### config.mk
export PLATFORM = sky130hd
export DESIGN_NAME = sync_frame_parser_fletcher8
export DESIGN_NICKNAME = d
export VERILOG_FILES = /design/src/hw/rtl/sfp_pkg.sv /design/src/hw/rtl/sfp_cfg_regs.sv /design/src/hw/rtl/sfp_core.sv /design/src/hw/rtl/sfp_out_reg.sv /design/src/hw/rtl/sync_frame_parser_fletcher8.sv
export SDC_FILE = /design/constraint.sdc
export NUM_CORES = 1
export LEC_CHECK = 0
export BUFFER_PORTS_ARGS = -buffer_cell sky130_fd_sc_hd__buf_2
export CELL_PAD_IN_SITES_DETAIL_PLACEMENT = 0
export CELL_PAD_IN_SITES_GLOBAL_PLACEMENT = 1
export CORE_ASPECT_RATIO = 0.6
export CORE_MARGIN = 5
export CORE_UTILIZATION = 45
export CTS_BUF_LIST = sky130_fd_sc_hd__clkbuf_16
export DETAILED_ROUTE_END_ITERATION = 12
export PLACE_DENSITY = 0.82
export SLEW_MARGIN = 25
export SYNTH_ARGS = -nofsm -noshare
export SYNTH_HDL_FRONTEND = slang
export SYNTH_SLANG_ARGS = --single-unit
### constraint.sdc
create_clock -name clk -period 5.81 [get_ports clk]
set_input_delay 0 -clock clk [delete_from_list [all_inputs] [get_ports clk]]
set_output_delay 0 -clock clk [all_outputs]
set_load 0.05 [all_outputs]
### src/hw/rtl/sfp_pkg.sv
// ----------------------------------------------------------------------------
// sfp_pkg
// Shared types and codes for the sync frame parser with Fletcher-8 checksum.
// ----------------------------------------------------------------------------
`default_nettype none

package sfp_pkg;

  localparam int PhaseW  = 4;
  localparam int KindW   = 3;
  localparam int CfgIdxW = 2;
  localparam int CfgDatW = 16;

  // Parser phases
  localparam logic [PhaseW-1:0] PH_IDLE    = 4'd0;
  localparam logic [PhaseW-1:0] PH_SYNC1   = 4'd1;
  localparam logic [PhaseW-1:0] PH_CLASS   = 4'd2;
  localparam logic [PhaseW-1:0] PH_ID      = 4'd3;
  localparam logic [PhaseW-1:0] PH_LENLO   = 4'd4;
  localparam logic [PhaseW-1:0] PH_LENHI   = 4'd5;
  localparam logic [PhaseW-1:0] PH_PAYLOAD = 4'd6;
  localparam logic [PhaseW-1:0] PH_CHKA    = 4'd7;
  localparam logic [PhaseW-1:0] PH_CHKB    = 4'd8;

  // Result kinds
  localparam logic [KindW-1:0] KIND_DATA  = 3'd0;
  localparam logic [KindW-1:0] KIND_GOOD  = 3'd1;
  localparam logic [KindW-1:0] KIND_BAD   = 3'd2;
  localparam logic [KindW-1:0] KIND_LONG  = 3'd3;
  localparam logic [KindW-1:0] KIND_ABORT = 3'd4;

  // Configuration register indexes
  localparam logic [CfgIdxW-1:0] CFG_SYNC_FIRST  = 2'd0;
  localparam logic [CfgIdxW-1:0] CFG_SYNC_SECOND = 2'd1;
  localparam logic [CfgIdxW-1:0] CFG_MAX_LEN     = 2'd2;

  // Configuration reset values
  localparam logic [7:0]  SYNC_FIRST_RST  = 8'd181;
  localparam logic [7:0]  SYNC_SECOND_RST = 8'd98;
  localparam logic [15:0] MAX_LEN_RST     = 16'd1024;

  typedef struct packed {
    logic [7:0]  sync_first;
    logic [7:0]  sync_second;
    logic [15:0] max_len;
  } sfp_cfg_t;

  typedef struct packed {
    logic [KindW-1:0] kind;
    logic [7:0]       data_byte;
    logic [15:0]      byte_index;
    logic [7:0]       frame_class;
    logic [7:0]       frame_id;
    logic [15:0]      frame_length;
  } sfp_result_t;

endpackage

`default_nettype wire

### src/hw/rtl/sfp_cfg_regs.sv
// ----------------------------------------------------------------------------
// sfp_cfg_regs
// Configuration registers: sync bytes and maximum payload length.
// ----------------------------------------------------------------------------
`default_nettype none

module sfp_cfg_regs (
  input  wire logic                       clk,
  input  wire logic                       rst_n,
  input  wire logic                       wr_en,
  input  wire logic [sfp_pkg::CfgIdxW-1:0] wr_index,
  input  wire logic [sfp_pkg::CfgDatW-1:0] wr_data,
  output sfp_pkg::sfp_cfg_t               cfg
);
  import sfp_pkg::*;

  sfp_cfg_t cfg_r;
  sfp_cfg_t cfg_nxt;

  always_comb begin
    cfg_nxt = cfg_r;
    if (wr_en) begin
      case (wr_index)
        CFG_SYNC_FIRST:  cfg_nxt.sync_first  = wr_data[7:0];
        CFG_SYNC_SECOND: cfg_nxt.sync_second = wr_data[7:0];
        CFG_MAX_LEN:     cfg_nxt.max_len     = wr_data;
        default:         cfg_nxt = cfg_r;  // drop writes beyond the list
      endcase
    end
  end

  always_ff @(posedge clk) begin
    if (!rst_n) begin
      cfg_r.sync_first  <= SYNC_FIRST_RST;
      cfg_r.sync_second <= SYNC_SECOND_RST;
      cfg_r.max_len     <= MAX_LEN_RST;
    end else begin
      cfg_r <= cfg_nxt;
    end
  end

  assign cfg = cfg_r;

endmodule

`default_nettype wire

### src/hw/rtl/sfp_core.sv
// ----------------------------------------------------------------------------
// sfp_core
// Frame state machine and running Fletcher-8 sums; one byte per cycle while advance is high.
// ----------------------------------------------------------------------------
`default_nettype none

module sfp_core (
  input  wire logic          clk,
  input  wire logic          rst_n,
  input  wire sfp_pkg::sfp_cfg_t cfg,
  input  wire logic          item_valid,
  input  wire logic [7:0]    item_byte,
  input  wire logic          advance,
  output logic               has_result,
  output sfp_pkg::sfp_result_t result
);
  import sfp_pkg::*;

  logic [PhaseW-1:0] phase_r,  phase_nxt;
  logic [7:0]        sum_a_r,  sum_a_nxt;
  logic [7:0]        sum_b_r,  sum_b_nxt;
  logic [7:0]        class_r,  class_nxt;
  logic [7:0]        id_r,     id_nxt;
  logic [15:0]       length_r, length_nxt;
  logic [15:0]       count_r,  count_nxt;

  logic [7:0]  add_a;
  logic [7:0]  add_b;
  logic [15:0] len_full;
  logic [15:0] count_inc;
  logic        in_frame;

  assign add_a     = sum_a_r + item_byte;
  assign add_b     = sum_b_r + add_a;
  assign len_full  = {item_byte, length_r[7:0]};
  assign count_inc = count_r + 16'd1;
  assign in_frame  = (phase_r >= PH_CLASS) && (phase_r <= PH_CHKB);

  always_comb begin
    phase_nxt  = phase_r;
    sum_a_nxt  = sum_a_r;
    sum_b_nxt  = sum_b_r;
    class_nxt  = class_r;
    id_nxt     = id_r;
    length_nxt = length_r;
    count_nxt  = count_r;
    has_result = 1'b0;
    result.kind       = KIND_DATA;
    result.data_byte  = 8'd0;
    result.byte_index = 16'd0;

    if (item_byte == cfg.sync_first) begin
      // restart the hunt; report a frame cut short
      phase_nxt   = PH_SYNC1;
      has_result  = in_frame;
      result.kind = KIND_ABORT;
    end else begin
      case (phase_r)
        PH_SYNC1: begin
          if (item_byte == cfg.sync_second) begin
            phase_nxt  = PH_CLASS;
            sum_a_nxt  = 8'd0;
            sum_b_nxt  = 8'd0;
            class_nxt  = 8'd0;
            id_nxt     = 8'd0;
            length_nxt = 16'd0;
            count_nxt  = 16'd0;
          end else begin
            phase_nxt = PH_IDLE;
          end
        end
        PH_CLASS: begin
          class_nxt = item_byte;
          sum_a_nxt = add_a;
          sum_b_nxt = add_b;
          phase_nxt = PH_ID;
        end
        PH_ID: begin
          id_nxt    = item_byte;
          sum_a_nxt = add_a;
          sum_b_nxt = add_b;
          phase_nxt = PH_LENLO;
        end
        PH_LENLO: begin
          length_nxt = {8'd0, item_byte};
          sum_a_nxt  = add_a;
          sum_b_nxt  = add_b;
          phase_nxt  = PH_LENHI;
        end
        PH_LENHI: begin
          length_nxt = len_full;
          sum_a_nxt  = add_a;
          sum_b_nxt  = add_b;
          count_nxt  = 16'd0;
          if (len_full > cfg.max_len) begin
            phase_nxt   = PH_IDLE;
            has_result  = 1'b1;
            result.kind = KIND_LONG;
          end else if (len_full == 16'd0) begin
            phase_nxt = PH_CHKA;
          end else begin
            phase_nxt = PH_PAYLOAD;
          end
        end
        PH_PAYLOAD: begin
          sum_a_nxt = add_a;
          sum_b_nxt = add_b;
          count_nxt = count_inc;
          if (count_inc >= length_r) begin
            phase_nxt = PH_CHKA;
          end
          has_result        = 1'b1;
          result.kind       = KIND_DATA;
          result.data_byte  = item_byte;
          result.byte_index = count_r;
        end
        PH_CHKA: begin
          if (item_byte == sum_a_r) begin
            phase_nxt = PH_CHKB;
          end else begin
            phase_nxt   = PH_IDLE;
            has_result  = 1'b1;
            result.kind = KIND_BAD;
          end
        end
        PH_CHKB: begin
          phase_nxt   = PH_IDLE;
          has_result  = 1'b1;
          result.kind = (item_byte == sum_b_r) ? KIND_GOOD : KIND_BAD;
        end
        default: begin
          phase_nxt = PH_IDLE;
        end
      endcase
    end

    // header fields as they stand after this byte
    result.frame_class  = class_nxt;
    result.frame_id     = id_nxt;
    result.frame_length = length_nxt;
  end

  always_ff @(posedge clk) begin
    if (!rst_n) begin
      phase_r  <= PH_IDLE;
      sum_a_r  <= 8'd0;
      sum_b_r  <= 8'd0;
      class_r  <= 8'd0;
      id_r     <= 8'd0;
      length_r <= 16'd0;
      count_r  <= 16'd0;
    end else if (item_valid && advance) begin
      phase_r  <= phase_nxt;
      sum_a_r  <= sum_a_nxt;
      sum_b_r  <= sum_b_nxt;
      class_r  <= class_nxt;
      id_r     <= id_nxt;
      length_r <= length_nxt;
      count_r  <= count_nxt;
    end
  end

endmodule

`default_nettype wire

### src/hw/rtl/sfp_out_reg.sv
// ----------------------------------------------------------------------------
// sfp_out_reg
// Result register on the output channel; holds while the receiver stalls.
// ----------------------------------------------------------------------------
`default_nettype none

module sfp_out_reg (
  input  wire logic            clk,
  input  wire logic            rst_n,
  input  wire logic            load,
  input  wire sfp_pkg::sfp_result_t load_data,
  input  wire logic            out_stall,
  output logic                 free,
  output logic                 out_valid,
  output sfp_pkg::sfp_result_t out_data
);
  import sfp_pkg::*;

  logic        valid_r, valid_nxt;
  sfp_result_t data_r;

  // free to take a new result this cycle
  assign free      = !valid_r || !out_stall;
  assign valid_nxt = load || (valid_r && out_stall);

  always_ff @(posedge clk) begin
    if (!rst_n) begin
      valid_r <= 1'b0;
    end else begin
      valid_r <= valid_nxt;
    end
  end

  always_ff @(posedge clk) begin
    if (load) begin
      data_r <= load_data;
    end
  end

  assign out_valid = valid_r;
  assign out_data  = data_r;

endmodule

`default_nettype wire

### src/hw/rtl/sync_frame_parser_fletcher8.sv
// ----------------------------------------------------------------------------
// sync_frame_parser_fletcher8
// Sync-framed byte parser with Fletcher-8 checksum check and payload stream.
//
// Input channel: one received byte per transfer (in_valid / in_stall).
// Output channel: zero or one result per byte (out_valid / out_stall):
//   payload bytes with their index, then a final good / bad checksum /
//   too long / aborted-by-sync result, each tagged with class, id and length.
// Config channel: cfg_valid / cfg_ready, always ready; index 0 first sync
//   byte, 1 second sync byte, 2 maximum payload length. Write only when idle.
// Data path: a byte taken in sits in the input register; its result is
//   registered in the output register once that register is free, and
//   the result transfers from there while out_stall is low.
//   Throughput: one byte per cycle while no result waits on a stalled output,
//   set by the state update between the input and result registers.
// Stall: the output register holds its result while out_stall is high; the
//   input register keeps taking bytes that produce no result, and in_stall
//   rises only when a byte with a result waits behind a stalled one.
// Reset (rst_n low, synchronous): parser idle, sums and header cleared,
//   config back to defaults, both registers empty.
// ----------------------------------------------------------------------------
`default_nettype none

module sync_frame_parser_fletcher8 (
  input  wire logic        clk,
  input  wire logic        rst_n,
  input  wire logic        in_valid,
  output logic             in_stall,
  input  wire logic [7:0]  in_rx_byte,
  output logic             out_valid,
  input  wire logic        out_stall,
  output logic [2:0]       out_result_kind,
  output logic [7:0]       out_data_byte,
  output logic [15:0]      out_byte_index,
  output logic [7:0]       out_frame_class,
  output logic [7:0]       out_frame_id,
  output logic [15:0]      out_frame_length,
  input  wire logic        cfg_valid,
  output logic             cfg_ready,
  input  wire logic [1:0]  cfg_index,
  input  wire logic [15:0] cfg_data
);
  import sfp_pkg::*;

  sfp_cfg_t    cfg;
  sfp_result_t core_result;
  sfp_result_t out_data;
  logic        core_has_result;
  logic        out_free;
  logic        advance;
  logic        in_accept;

  logic       s1_valid_r, s1_valid_nxt;
  logic [7:0] s1_byte_r;

  assign cfg_ready = 1'b1;

  sfp_cfg_regs u_cfg (
    .clk      (clk),
    .rst_n    (rst_n),
    .wr_en    (cfg_valid && cfg_ready),
    .wr_index (cfg_index),
    .wr_data  (cfg_data),
    .cfg      (cfg)
  );

  // a byte without a result may always move on
  assign advance   = out_free || !core_has_result;
  assign in_stall  = s1_valid_r && !advance;
  assign in_accept = in_valid && !in_stall;

  assign s1_valid_nxt = in_accept || (s1_valid_r && !advance);

  always_ff @(posedge clk) begin
    if (!rst_n) begin
      s1_valid_r <= 1'b0;
    end else begin
      s1_valid_r <= s1_valid_nxt;
    end
  end

  always_ff @(posedge clk) begin
    if (in_accept) begin
      s1_byte_r <= in_rx_byte;
    end
  end

  sfp_core u_core (
    .clk        (clk),
    .rst_n      (rst_n),
    .cfg        (cfg),
    .item_valid (s1_valid_r),
    .item_byte  (s1_byte_r),
    .advance    (advance),
    .has_result (core_has_result),
    .result     (core_result)
  );

  sfp_out_reg u_out (
    .clk       (clk),
    .rst_n     (rst_n),
    .load      (s1_valid_r && core_has_result && out_free),
    .load_data (core_result),
    .out_stall (out_stall),
    .free      (out_free),
    .out_valid (out_valid),
    .out_data  (out_data)
  );

  assign out_result_kind  = out_data.kind;
  assign out_data_byte    = out_data.data_byte;
  assign out_byte_index   = out_data.byte_index;
  assign out_frame_class  = out_data.frame_class;
  assign out_frame_id     = out_data.frame_id;
  assign out_frame_length = out_data.frame_length;

endmodule

`default_nettype wire

==> impl_metrics.tcl <==
set metrics [dict create \
    worstPathRequired_ns 5.87 \
    worstPathCellList "ha_1 -> or4_1 -> nor3_2 -> o32a_2 -> a41oi_1 -> o21ai_0 -> nor2_1 -> nor2b_1" \
    cap_violations 0 \
    grt_antenna_before_repair 0 \
    synth_area_um2 8480 \
    area_delta_synth_final_pct 17.6 \
    synth_cell_type_count 65 \
    vias 6778 \
    arrival_ns 3.98 \
    setup_ws_ns 1.88 \
    cp_max_fo 14 \
    whs_ns 0.0565 \
    cp-end-kind "flop" \
    first_iter_violations 738 \
    wire_per_inst_um 19.0 \
    ys_seq_area_share_pct 47.8 \
    ant_nets 0 \
    seq_area_um2 4050 \
    post-place-ws_ns 1.92 \
    post_cts_buffers 0 \
    hold_viol_final 0 \
    slowest_delay_ns 0.93 \
    fillers 1580 \
    gp_congestion 0.827 \
    die_area_um2 21800 \
    cp-start-kind "flop" \
    die_h_um 116 \
    cts_buffer_depth 2 \
    cts_tree "yes" \
    fin_setup_tns_ns 0 \
    multi_input_comb_area_um2 4050 \
    path_class "flop to flop" \
    synth-seq-cells 169 \
    grt_pass1_wl_mm 35.6 \
    synth_top_area_share_pct 24.1 \
    grt_max_degree 38 \
    vias_per_cell 5.72 \
    hold_path.class "input pin to flop" \
    async_flop_share_pct 0 \
    synth-edff-count 67 \
    track_usage_pct 20.6 \
    drc 0 \
    routed_wl_mm 22.6 \
    relSlewSlack_pct 31.9 \
    rsz0062_at_grt "false" \
    die_w_um 187 \
    period_share_pct 67.6 \
    syn_nets 920 \
    fmax_ghz 0.255 \
    drive_above_1_share_pct 15.4 \
    initial_utilization_pct 46.3 \
    period_needed_ns 3.93 \
    cts-root-buf "clkbuf_16" \
    num_rows 38 \
    cts_sinks 169 \
    worst_pin_slew_ns 1.02 \
    power_uw 2610 \
    num_antenna_cells 0 \
    p_leak_uw 0.00393 \
    outcome "finished clean" \
    ys_warn_count 0 \
    insertion_delay_ns 0.44 \
    clk_pin_slew_ns 0.07 \
    layout.nets 1013 \
    synthTopCellsByArea "dfxtp_1 24%, edfxtp_1 24%, ha_1 6.9%" \
    grt_pass1_vias 6240 \
    cts_htree_levels 4 \
    finClkSkew_ns 0.0159 \
    pin_count 93 \
    ir_drop_mv 0.202 \
    synth_area_per_cell_um2 10.1 \
    cts_resized 0 \
    numCtsBuffers 17 \
    cpMaxStageDelayCell "edfxtp_1" \
    yosys.area.top_type "dfxtp_1" \
    grt-ovfl-total 0 \
    hold_buffers 31 \
    hpwl_mm 15.6 \
    dr.pass1.iters 5 \
    ys.flop_type "dfxtp_1" \
    slew_viol_final 0 \
    io_buffers 91 \
    power.density_nw_per_um2 261 \
    netlist_instances 840 \
    fp.coreArea_um2 18300 \
    setup_viol 0 \
]
[report_power, final]
part	leakage [uW]	internal, uW	switching [uW]	total, uW
sequential	0.00144	1240	37.8	1280
clock	0.000291	616	543	1160
combinational	0.00220	71.6	96.0	168
total	0.00393	1930	676	2610
[worst max-delay path, delay by kind of cell (launching register included)]
| family | cells | cell delay [ns] |
|---|---|---|
| compound gates | 3 | 0.70 |
| fa+ha+maj | 1 | 0.41 |
| flops | 1 | 0.93 |
| simple gates | 4 | 1.51 |
[kinds of logic (layout without fill, tap and decap cells)]
| kind of cell | Yosys count | after routing | share of synthesized area [%] |
|---|---|---|---|
| AND/OR/NAND/NOR | 262 | 262 | 15.8 |
| AO/OA/AOI/OAI | 200 | 200 | 17.3 |
| adder cells (fa/ha/maj) | 49 | 49 | 7.41 |
| XOR/XNOR | 51 | 51 | 5.52 |
| multiplexers | 13 | 13 | 1.55 |
| buffers and inverters | 95 | 201 | 4.60 |
| other | 1 | 1 | 0.0442 |
| flip-flops | 169 | 169 | 47.8 |
[synth_stat cells, types with 3 or more instances]
cell type / number
inv_1: 40
or3_1: 5
a221o_1: 6
and2_1: 28
buf_1: 3
nor4_1: 12
o32ai_1: 9
o21a_1: 7
ha_1: 47
nor3_1: 11
o21bai_1: 3
a32o_1: 16
xor2_1: 24
nand2b_1: 3
nor2_1: 40
a31oi_1: 3
a21o_1: 5
a21oi_1: 55
nand3_1: 21
nor2b_1: 8
and3_1: 7
nand2_1: 86
a211oi_1: 9
o21ai_0: 24
buf_2: 9
mux2i_1: 12
edfxtp_1: 67
dfxtp_1: 102
a22o_1: 41
o211ai_1: 7
clkbuf_1: 39
nand4_1: 21
xnor2_1: 25
nor4b_1: 4
[flip-flops by register name, summed over array words and instances, names as in the netlist]
| register | count |
|---|---|
| u_out.out_data | 59 |
| u_core.id_r | 8 |
| u_cfg.cfg | 32 |
| u_out.out_valid | 1 |
| u_core.length_r | 16 |
| s1_valid_r | 1 |
| u_core.phase_r | 4 |
| u_core.sum_b_r | 8 |
| s1_byte_r | 8 |
| u_core.sum_a_r | 8 |
| u_core.class_r | 8 |
| u_core.count_r | 16 |
[area by class of cell]
class                      instances  area share [%]
clock inverter                    15            1.72
tap                              240            3.01
inverter                          40            1.51
sequential                       169            40.7
timing repair buffer             129            8.21
multi-input combinational        576            40.6
clock buffer                      17            4.27
[cell usage in the layout, fill, tap and decap left out, types with 8 or more instances in the layout]
master / synthesis / layout
a32o_1: 16 / 16
xor2_1: 24 / 24
nor3_1: 11 / 11
ha_1: 47 / 47
nor2b_1: 8 / 8
nor4_1: 12 / 12
nor2_1: 40 / 38
dfxtp_1: 102 / 102
clkbuf_16: 0 / 17
buf_2: 9 / 91
a211oi_1: 9 / 9
nand2_1: 86 / 86
a21oi_1: 55 / 54
a22o_1: 41 / 41
dlygate4sd3_1: 0 / 31
edfxtp_1: 67 / 67
nand4_1: 21 / 21
nand3_1: 21 / 21
inv_1: 40 / 40
mux2i_1: 12 / 12
o21ai_0: 24 / 24
and2_1: 28 / 28
o32ai_1: 9 / 9
xnor2_1: 25 / 25
[final timing paths]
path | to | slack, ns | startpoint | cells after the start
worst min register to register | u_cfg.cfg[12]$_SDFFE_PN0P_ | 0.46 | u_cfg.cfg[12]$_SDFFE_PN0P_ | 2
worst min-delay path | u_core.phase_r[0]$_SDFFE_PN0P_ | 0.06 | rst_n | 3
worst max-delay path | s1_byte_r[6]$_DFFE_PP_ | 1.88 | s1_byte_r[3]$_DFFE_PP_ | 8
worst max register to register | s1_byte_r[6]$_DFFE_PP_ | 1.88 | s1_byte_r[3]$_DFFE_PP_ | 8
[metrics by stage]
stage,utilization [%],std cells,instance area [um2]
finish,54.5,1186,9970
global route,54.5,1186,9970
CTS,54.5,1186,9970
detailed placement,49.5,1123,9060
global placement,49.5,1123,9060
floorplan,-,840,8480
[layer usage]
layer,vias up,share of wire [%],track usage (%)
met3,25,8.3,4.48
met4,0,1.1,4.63
met2,273,40,28.6
li1,3258,-,-
met5,-,0,0
met1,3222,51,32.5
Power figures use the tool's default switching activity.
